==> config.mk <==
export PLATFORM = sky130hd
export DESIGN_NAME = base64_stream_decoder_core
export DESIGN_NICKNAME = d
export VERILOG_FILES = /design/src/sv/b64d_pkg.sv /design/src/sv/base64_stream_decoder_core.sv /design/src/sv/b64d_front.sv /design/src/sv/b64d_queue.sv /design/src/sv/b64d_back.sv
export SDC_FILE = /design/constraint.sdc
export NUM_CORES = 1
export LEC_CHECK = 0
export ABC_AREA = 1
export BUFFER_PORTS_ARGS = -buffer_cell sky130_fd_sc_hd__buf_2
export CORE_MARGIN = 8
export CORE_UTILIZATION = 50
export CTS_CLUSTER_SIZE = 8
export DETAILED_ROUTE_END_ITERATION = 8
export GPL_TIMING_DRIVEN = 0
export PLACE_DENSITY_LB_ADDON = 0.15
export SETUP_SLACK_MARGIN = 0.1
export SLEW_MARGIN = 20
export SYNTH_ARGS = -nofsm -noshare
export SYNTH_HDL_FRONTEND = slang
export SYNTH_SLANG_ARGS = --single-unit
==> constraint.sdc <==
create_clock -name clock -period 10.6 [get_ports clock]
set_input_delay 1.06 -clock clock [delete_from_list [all_inputs] [get_ports clock]]
set_output_delay 1.06 -clock clock [all_outputs]
set_load 0.05 [all_outputs]
==> src/sv/b64d_pkg.sv <==
// ---------------------------------------------------------------------------
// b64d_pkg
// Types, constants and the character classifier of the base64 decoder.
// ---------------------------------------------------------------------------
package b64d_pkg;

   localparam int QUEUE_DEPTH_DEF = 4;
   localparam logic [7:0] PAD_CHAR = 8'h3D;

   typedef logic [5:0] sextet_type;

   typedef struct packed {
      logic       legal;
      logic       is_pad;
      sextet_type value;
   } char_class_type;

   // one queued job: up to three result items, packed in emit order
   typedef struct packed {
      logic [2:0][7:0] data;
      logic [1:0]      count;    // number of result items, 1..3
      logic            error;
      logic            msg_end;
   } b64d_job_type;

   function automatic char_class_type b64d_classify(input logic [7:0] c);
      char_class_type r;
      r.legal  = 1'b1;
      r.is_pad = 1'b0;
      r.value  = '0;
      if (c >= 8'h41 && c <= 8'h5A) begin
         r.value = 6'(c - 8'h41);
      end else if (c >= 8'h61 && c <= 8'h7A) begin
         r.value = 6'(c - 8'h61 + 8'd26);
      end else if (c >= 8'h30 && c <= 8'h39) begin
         r.value = 6'(c - 8'h30 + 8'd52);
      end else if (c == 8'h2B) begin
         r.value = 6'd62;
      end else if (c == 8'h2F) begin
         r.value = 6'd63;
      end else if (c == PAD_CHAR) begin
         r.is_pad = 1'b1;
      end else begin
         r.legal = 1'b0;
      end
      return r;
   endfunction

endpackage

==> src/sv/base64_stream_decoder_core.sv <==
// ---------------------------------------------------------------------------
// base64_stream_decoder_core
// Streaming base64 (RFC 4648 alphabet) text-to-byte decoder.
// ---------------------------------------------------------------------------
// Takes one text character per cycle and emits decoded bytes, one result
// item per cycle while rsp_ready is high. A character item is accepted in
// the cycle it arrives as long as the job queue has room; the group's
// fourth character produces up to three result items, which the back end
// drains one per cycle from the queue while rsp_ready is high, so four
// characters in yield at most three results and the input sustains one
// item per cycle. Input stalls only when rsp_ready has been low long enough
// to fill the QUEUE_DEPTH-entry job queue. Result items are registered.
// Illegal characters (anything outside A-Z a-z 0-9 + / =, including all
// bytes of 128 or more) give one error item and then the rest of the
// message is skipped silently up to the item flagged req_last; a message
// that ends inside a group of four also gives one error item. Error items
// carry a zero byte. '=' decodes as zero anywhere; in the third or fourth
// place of a group it suppresses the second or third byte.
// ---------------------------------------------------------------------------
module base64_stream_decoder_core
   import b64d_pkg::*;
#(
   parameter int QUEUE_DEPTH = QUEUE_DEPTH_DEF
)
(
   input  logic       clock,
   input  logic       reset,
   input  logic       req_valid,
   output logic       req_ready,
   input  logic [7:0] req_char,
   input  logic       req_last,
   output logic       rsp_valid,
   input  logic       rsp_ready,
   output logic [7:0] rsp_byte,
   output logic       rsp_error,
   output logic       rsp_last,
   output logic       rsp_msg_end
);

   // front -> queue
   logic         push_valid, push_ready;
   b64d_job_type push_job;
   // queue -> back
   logic         pop_valid, pop_ready;
   b64d_job_type pop_job;

   // classifier and group tracker: one job per item that causes results
   b64d_front u_front (
      .clock      (clock),
      .reset      (reset),
      .req_valid  (req_valid),
      .req_ready  (req_ready),
      .req_char   (req_char),
      .req_last   (req_last),
      .push_valid (push_valid),
      .push_job   (push_job),
      .push_ready (push_ready)
   );

   // decouples character intake from result drain
   b64d_queue #(
      .DEPTH (QUEUE_DEPTH)
   ) u_queue (
      .clock      (clock),
      .reset      (reset),
      .push_valid (push_valid),
      .push_ready (push_ready),
      .push_job   (push_job),
      .pop_valid  (pop_valid),
      .pop_ready  (pop_ready),
      .pop_job    (pop_job)
   );

   // job serializer with registered result outputs
   b64d_back u_back (
      .clock       (clock),
      .reset       (reset),
      .pop_valid   (pop_valid),
      .pop_ready   (pop_ready),
      .pop_job     (pop_job),
      .rsp_valid   (rsp_valid),
      .rsp_ready   (rsp_ready),
      .rsp_byte    (rsp_byte),
      .rsp_error   (rsp_error),
      .rsp_last    (rsp_last),
      .rsp_msg_end (rsp_msg_end)
   );

endmodule

==> src/sv/b64d_front.sv <==
// ---------------------------------------------------------------------------
// b64d_front
// Accepts characters, tracks the group of four and builds output jobs.
// ---------------------------------------------------------------------------
module b64d_front
   import b64d_pkg::*;
(
   input  logic         clock,
   input  logic         reset,
   input  logic         req_valid,
   output logic         req_ready,
   input  logic [7:0]   req_char,
   input  logic         req_last,
   output logic         push_valid,
   output b64d_job_type push_job,
   input  logic         push_ready
);

   logic [1:0]     slot_ff, slot_in;
   logic [17:0]    held_ff, held_in;
   logic           pad3_ff, pad3_in;
   logic           drop_ff, drop_in;
   logic           accept;
   char_class_type cls;
   sextet_type     s0, s1, s2;
   logic [7:0]     b0, b1, b2;

   assign req_ready = push_ready;
   assign accept    = req_valid && push_ready;
   assign cls       = b64d_classify(req_char);
   assign s0        = held_ff[17:12];
   assign s1        = held_ff[11:6];
   assign s2        = held_ff[5:0];
   assign b0        = {s0, s1[5:4]};
   assign b1        = {s1[3:0], s2[5:2]};
   assign b2        = {s2[1:0], cls.value};

   always_comb begin
      slot_in    = slot_ff;
      held_in    = held_ff;
      pad3_in    = pad3_ff;
      drop_in    = drop_ff;
      push_valid = 1'b0;
      push_job   = '{data: '0, count: 2'd1, error: 1'b1, msg_end: req_last};
      if (accept) begin
         priority if (drop_ff) begin
            if (req_last) begin
               drop_in = 1'b0;
               slot_in = '0;
               held_in = '0;
               pad3_in = 1'b0;
            end
         end else if (!cls.legal) begin
            push_valid = 1'b1;
            drop_in    = !req_last;
            slot_in    = '0;
            held_in    = '0;
            pad3_in    = 1'b0;
         end else if (slot_ff != 2'd3) begin
            held_in = {held_ff[11:0], cls.value};
            slot_in = slot_ff + 2'd1;
            if (slot_ff == 2'd2) pad3_in = cls.is_pad;
            if (req_last) begin
               // message ends inside a group
               push_valid = 1'b1;
               slot_in    = '0;
               held_in    = '0;
               pad3_in    = 1'b0;
            end
         end else begin
            push_valid       = 1'b1;
            push_job.error   = 1'b0;
            push_job.data[0] = b0;
            push_job.data[1] = pad3_ff ? b2 : b1;
            push_job.data[2] = b2;
            push_job.count   = 2'd1 + {1'b0, !pad3_ff} + {1'b0, !cls.is_pad};
            slot_in          = '0;
            held_in          = '0;
            pad3_in          = 1'b0;
         end
      end
   end

   always_ff @(posedge clock) begin
      if (reset) begin
         slot_ff <= '0;
         held_ff <= '0;
         pad3_ff <= 1'b0;
         drop_ff <= 1'b0;
      end else begin
         slot_ff <= slot_in;
         held_ff <= held_in;
         pad3_ff <= pad3_in;
         drop_ff <= drop_in;
      end
   end

endmodule

==> src/sv/b64d_queue.sv <==
// ---------------------------------------------------------------------------
// b64d_queue
// Short job FIFO between the front and back parts.
// ---------------------------------------------------------------------------
module b64d_queue
   import b64d_pkg::*;
#(
   parameter int DEPTH = QUEUE_DEPTH_DEF
)
(
   input  logic         clock,
   input  logic         reset,
   input  logic         push_valid,
   output logic         push_ready,
   input  b64d_job_type push_job,
   output logic         pop_valid,
   input  logic         pop_ready,
   output b64d_job_type pop_job
);

   localparam int PTR_W = (DEPTH > 1) ? $clog2(DEPTH) : 1;
   localparam int CNT_W = $clog2(DEPTH + 1);

   b64d_job_type     mem_ff [DEPTH];
   logic [PTR_W-1:0] wr_ptr_ff, wr_ptr_in;
   logic [PTR_W-1:0] rd_ptr_ff, rd_ptr_in;
   logic [CNT_W-1:0] count_ff, count_in;
   logic             do_push, do_pop;

   assign push_ready = (count_ff != CNT_W'(DEPTH));
   assign pop_valid  = (count_ff != '0);
   assign pop_job    = mem_ff[rd_ptr_ff];
   assign do_push    = push_valid && push_ready;
   assign do_pop     = pop_valid && pop_ready;

   always_comb begin
      wr_ptr_in = wr_ptr_ff;
      rd_ptr_in = rd_ptr_ff;
      if (do_push) begin
         wr_ptr_in = (wr_ptr_ff == PTR_W'(DEPTH - 1)) ? '0 : wr_ptr_ff + 1'b1;
      end
      if (do_pop) begin
         rd_ptr_in = (rd_ptr_ff == PTR_W'(DEPTH - 1)) ? '0 : rd_ptr_ff + 1'b1;
      end
      unique case ({do_push, do_pop})
         2'b10:   count_in = count_ff + 1'b1;
         2'b01:   count_in = count_ff - 1'b1;
         default: count_in = count_ff;
      endcase
   end

   always_ff @(posedge clock) begin
      if (reset) begin
         wr_ptr_ff <= '0;
         rd_ptr_ff <= '0;
         count_ff  <= '0;
      end else begin
         wr_ptr_ff <= wr_ptr_in;
         rd_ptr_ff <= rd_ptr_in;
         count_ff  <= count_in;
      end
   end

   always_ff @(posedge clock) begin
      if (do_push) mem_ff[wr_ptr_ff] <= push_job;
   end

endmodule

==> src/sv/b64d_back.sv <==
// ---------------------------------------------------------------------------
// b64d_back
// Unpacks jobs into registered result items, one per cycle unless stalled.
// ---------------------------------------------------------------------------
module b64d_back
   import b64d_pkg::*;
(
   input  logic         clock,
   input  logic         reset,
   input  logic         pop_valid,
   output logic         pop_ready,
   input  b64d_job_type pop_job,
   output logic         rsp_valid,
   input  logic         rsp_ready,
   output logic [7:0]   rsp_byte,
   output logic         rsp_error,
   output logic         rsp_last,
   output logic         rsp_msg_end
);

   logic         cur_valid_ff, cur_valid_in;
   b64d_job_type cur_job_ff, cur_job_in;
   logic [1:0]   idx_ff, idx_in;
   logic         rsp_valid_ff, rsp_valid_in;
   logic [7:0]   rsp_byte_ff, rsp_byte_in;
   logic         rsp_error_ff, rsp_error_in;
   logic         rsp_last_ff, rsp_last_in;
   logic         rsp_msg_end_ff, rsp_msg_end_in;
   logic         out_load, is_final;
   logic [7:0]   sel_byte;

   assign out_load  = cur_valid_ff && (!rsp_valid_ff || rsp_ready);
   assign is_final  = (idx_ff == cur_job_ff.count - 2'd1);
   assign pop_ready = !cur_valid_ff || (out_load && is_final);

   always_comb begin
      unique case (idx_ff)
         2'd0:    sel_byte = cur_job_ff.data[0];
         2'd1:    sel_byte = cur_job_ff.data[1];
         default: sel_byte = cur_job_ff.data[2];
      endcase
   end

   always_comb begin
      cur_valid_in   = cur_valid_ff;
      cur_job_in     = cur_job_ff;
      idx_in         = idx_ff;
      rsp_valid_in   = rsp_valid_ff;
      rsp_byte_in    = rsp_byte_ff;
      rsp_error_in   = rsp_error_ff;
      rsp_last_in    = rsp_last_ff;
      rsp_msg_end_in = rsp_msg_end_ff;
      if (out_load) begin
         rsp_valid_in   = 1'b1;
         rsp_byte_in    = sel_byte;
         rsp_error_in   = cur_job_ff.error;
         rsp_last_in    = is_final;
         rsp_msg_end_in = is_final && cur_job_ff.msg_end;
         idx_in         = idx_ff + 2'd1;
         if (is_final) cur_valid_in = 1'b0;
      end else if (rsp_ready) begin
         rsp_valid_in = 1'b0;
      end
      if (pop_valid && pop_ready) begin
         cur_valid_in = 1'b1;
         cur_job_in   = pop_job;
         idx_in       = '0;
      end
   end

   always_ff @(posedge clock) begin
      if (reset) begin
         cur_valid_ff <= 1'b0;
         idx_ff       <= '0;
         rsp_valid_ff <= 1'b0;
      end else begin
         cur_valid_ff <= cur_valid_in;
         idx_ff       <= idx_in;
         rsp_valid_ff <= rsp_valid_in;
      end
   end

   always_ff @(posedge clock) begin
      cur_job_ff     <= cur_job_in;
      rsp_byte_ff    <= rsp_byte_in;
      rsp_error_ff   <= rsp_error_in;
      rsp_last_ff    <= rsp_last_in;
      rsp_msg_end_ff <= rsp_msg_end_in;
   end

   assign rsp_valid   = rsp_valid_ff;
   assign rsp_byte    = rsp_byte_ff;
   assign rsp_error   = rsp_error_ff;
   assign rsp_last    = rsp_last_ff;
   assign rsp_msg_end = rsp_msg_end_ff;

endmodule

==> metrics.txt <==
CTS resizes 0; Max VDD drop roughly 0.13 mV; most common cell in the netlist edfxtp_1; Synth top area share between 50% and 60%; Sink Count roughly 180; final setup vio count 0; Worst Reg-to-Reg Cells 11; Final Core Density between 50% and 60%; final-report max-slew violation count 0; final cell count without fillers slightly above 1000; Slew headroom between 30% and 40%; Die Height 142 um; CTS Buf Count 17; sequential area share after synthesis ~65%; layout cells sized above 1 14.0%; Post-synth EDFFs ~150; DRT Pass-1 Iters 4; global-route wire length before repair between 20000 and 30000 um; crit path kind in -> reg; GR Util met2 31.6%; Critical Path RT between 10 and 15 ns; count of hold-fix buffers inserted at cts 0; Max Fclk between 200 and 300 MHz; Slew @ Worst Pin about 0.95 ns; clk slew on worst S/H paths 0.06 ns; Worst Clk Skew 0.00952 ns; GRT overflow 0; hold path cells 0; final net count 811; IO Port Bufs 23; largest area contributor in the netlist edfxtp_1; cell repeated most along the worst path nand2_2; pre-CTS setup slack roughly 6.4 ns; MaxCap Viol Count 0; Max FO, Critical Path 8; Synth Warn # 0; RSZ-0062 raised after global routing false; antenna cells 0; Worst setup EP type flip-flop; Mapped Cells 732; Synth top cells by count edfxtp_1, nor2_1, nand2_1; Clock Root Buffer clkbuf_16; All-Layer GR Usage 18.3%; Fin Hold WS 0.441 ns; site row count 46; die area about 20000 um^2; critical path's largest stage delay about 0.45 ns; Final Hold Viols 0; total wire length between 15000 and 20000 um; dpl cells between 900 and 1000; Yosys cell types 31; Worst setup SP type primary input; Clock Path Buffers 2; initial antenna violation count 1; IO Count 26; Worst-Skew Late Latency roughly 0.42 ns; Global Route met1 Usage 21.2%; DRC 0; Worst Path Arrival approximately 4.2 ns; Final Cycle Share between 30 and 40%; post-CTS setup buffer count 0; vias per inst 5.29; PwrDens between 200 and 300 nW/um^2; CTS tree yes; area grow syn2layout 14.4%; crit-path cells buf_2 > clkbuf_1 > inv_1 > ha_1 > nand2_1 > nand2_1 > nand2_2 > nand2_2 > nor2_2 > nand3_4 > nand2_2 > nand2_2 > ha_1 > fa_1 > nor2_1 > nor2_1 > and3_1 > nor3_1; via count between 5000 and 6000; core area about 16000 um^2; crit path max-delay cell type fa_1; Die Wd 142 um; Fin Setup TNS 0 ns; Area contributors post-synth edfxtp_1, dfxtp_1, nor2_1; final-layout fill cell count between 1000 and 1500; worst min-delay path category reg -> reg; status complete, no violations; Final WS setup 6.77 ns; GR peak layer met2; largest net degree at the start of global routing 30; Seq cells post-synth 184; asr flop ratio synth 0%; wire per inst 17.4 um; initial core utilization 50.7%; syn avg cell area roughly 11 um^2; Antenna Nets Post-Route 0; cell area after synthesis ~8000 um^2; Syn Nets about 770; Final min period about 3.8 ns; most used flip-flop cell after synthesis edfxtp_1; GRT met3 Usage ~4.5%; H-tree Lvls 4; final RePlAce weighted congestion ~0.82; DRT iter0 DRCs 365; post-DP HPWL approximately 13000 um; Leakage between 3 and 4 nW; number of global-route vias before repair roughly 5400
-- metal layers --
layer | vias up | wire length [um]
li1 | 2619 | -
met1 | 2552 | 7410
met2 | 129 | 8770
met3 | 27 | 920
met4 | 2 | 364
met5 | - | 12
-- worst paths after layout --
path	start	endpoint	slack, ns
max	req_char[2]	u_queue.count_ff[2]$_SDFFE_PP0P_	6.77
min	u_back.cur_job_ff[1]$_DFFE_PP_	u_back.rsp_error$_DFFE_PP_	0.44
max reg2reg	u_back.cur_job_ff[3]$_DFFE_PP_	u_queue.count_ff[2]$_SDFFE_PP0P_	7.06
min reg2reg	u_back.cur_job_ff[1]$_DFFE_PP_	u_back.rsp_error$_DFFE_PP_	0.44
-- kinds of logic (layout without fill, tap and decap cells) --
| logic type | count (synthesis) | in the layout | synth area share (%) |
|---|---|---|---|
| AO/OA/AOI/OAI | 150 | 150 | 10.6 |
| XOR/XNOR | 10 | 10 | 1.10 |
| adder cells (fa/ha/maj) | 20 | 20 | 3.24 |
| buffers and inverters | 83 | 142 | 4.40 |
| flip-flops | 184 | 184 | 65.2 |
| AND/OR/NAND/NOR | 285 | 285 | 15.4 |
-- flip-flops by register name, summed over array words and instances, names as in the netlist, 2 cells and up --
signal             count
u_queue.mem_ff       112
u_back.cur_job_ff     28
u_front.held_ff       18
u_back.rsp_byte        8
u_queue.count_ff       3
u_back.idx_ff          2
u_front.slot_ff        2
u_queue.rd_ptr_ff      2
u_queue.wr_ptr_ff      2
-- layout by cell type (no fill, tap or decap), types with 10 or more instances in the layout --
cell,n
ha_1,19
clkbuf_1,25
nor3_1,10
a21oi_2,10
clkbuf_16,17
edfxtp_1,151
buf_2,25
a21oi_1,29
o22ai_1,28
inv_1,44
dfxtp_1,33
nand2_2,18
o21ai_0,74
nand3_1,17
nor2_1,115
nand2_1,107
-- critical path: cells and delay by family --
kind / cells / cell delay (ns)
adder cells (fa/ha/maj): 3 / 1.09
buffers and inverters: 3 / 0.63
AND/OR/NAND/NOR: 12 / 1.36
-- area by class of cell --
| class | instances | area [um^2] | share of cell area (%) |
|---|---|---|---|
| multi-input cells | 465 | 2450 | 26.9 |
| well taps | 216 | 270 | 2.97 |
| inverters | 51 | 194 | 2.13 |
| clock buffers | 18 | 429 | 4.71 |
| repair buffers | 27 | 213 | 2.34 |
| plain buffers | 32 | 156 | 1.72 |
| flip-flops and latches | 184 | 5190 | 57.0 |
| clock inverters | 14 | 203 | 2.23 |
-- report_power, final --
| group | switching, mW | internal [mW] | leakage (nW) |
|---|---|---|---|
| Clock | 0.254 | 0.416 | 0.301 |
| Sequential | 0.0460 | 0.957 | 1.61 |
| Combinational | 0.458 | 0.165 | 1.29 |
-- per-stage QoR --
step	instance area, um^2	total power [mW]
floorplan	7960	1.43
global placement	8350	1.61
detailed placement	8480	1.64
CTS	9110	2.31
global route	9110	2.41
finish	9110	2.30
Power figures use the tool's default switching activity.
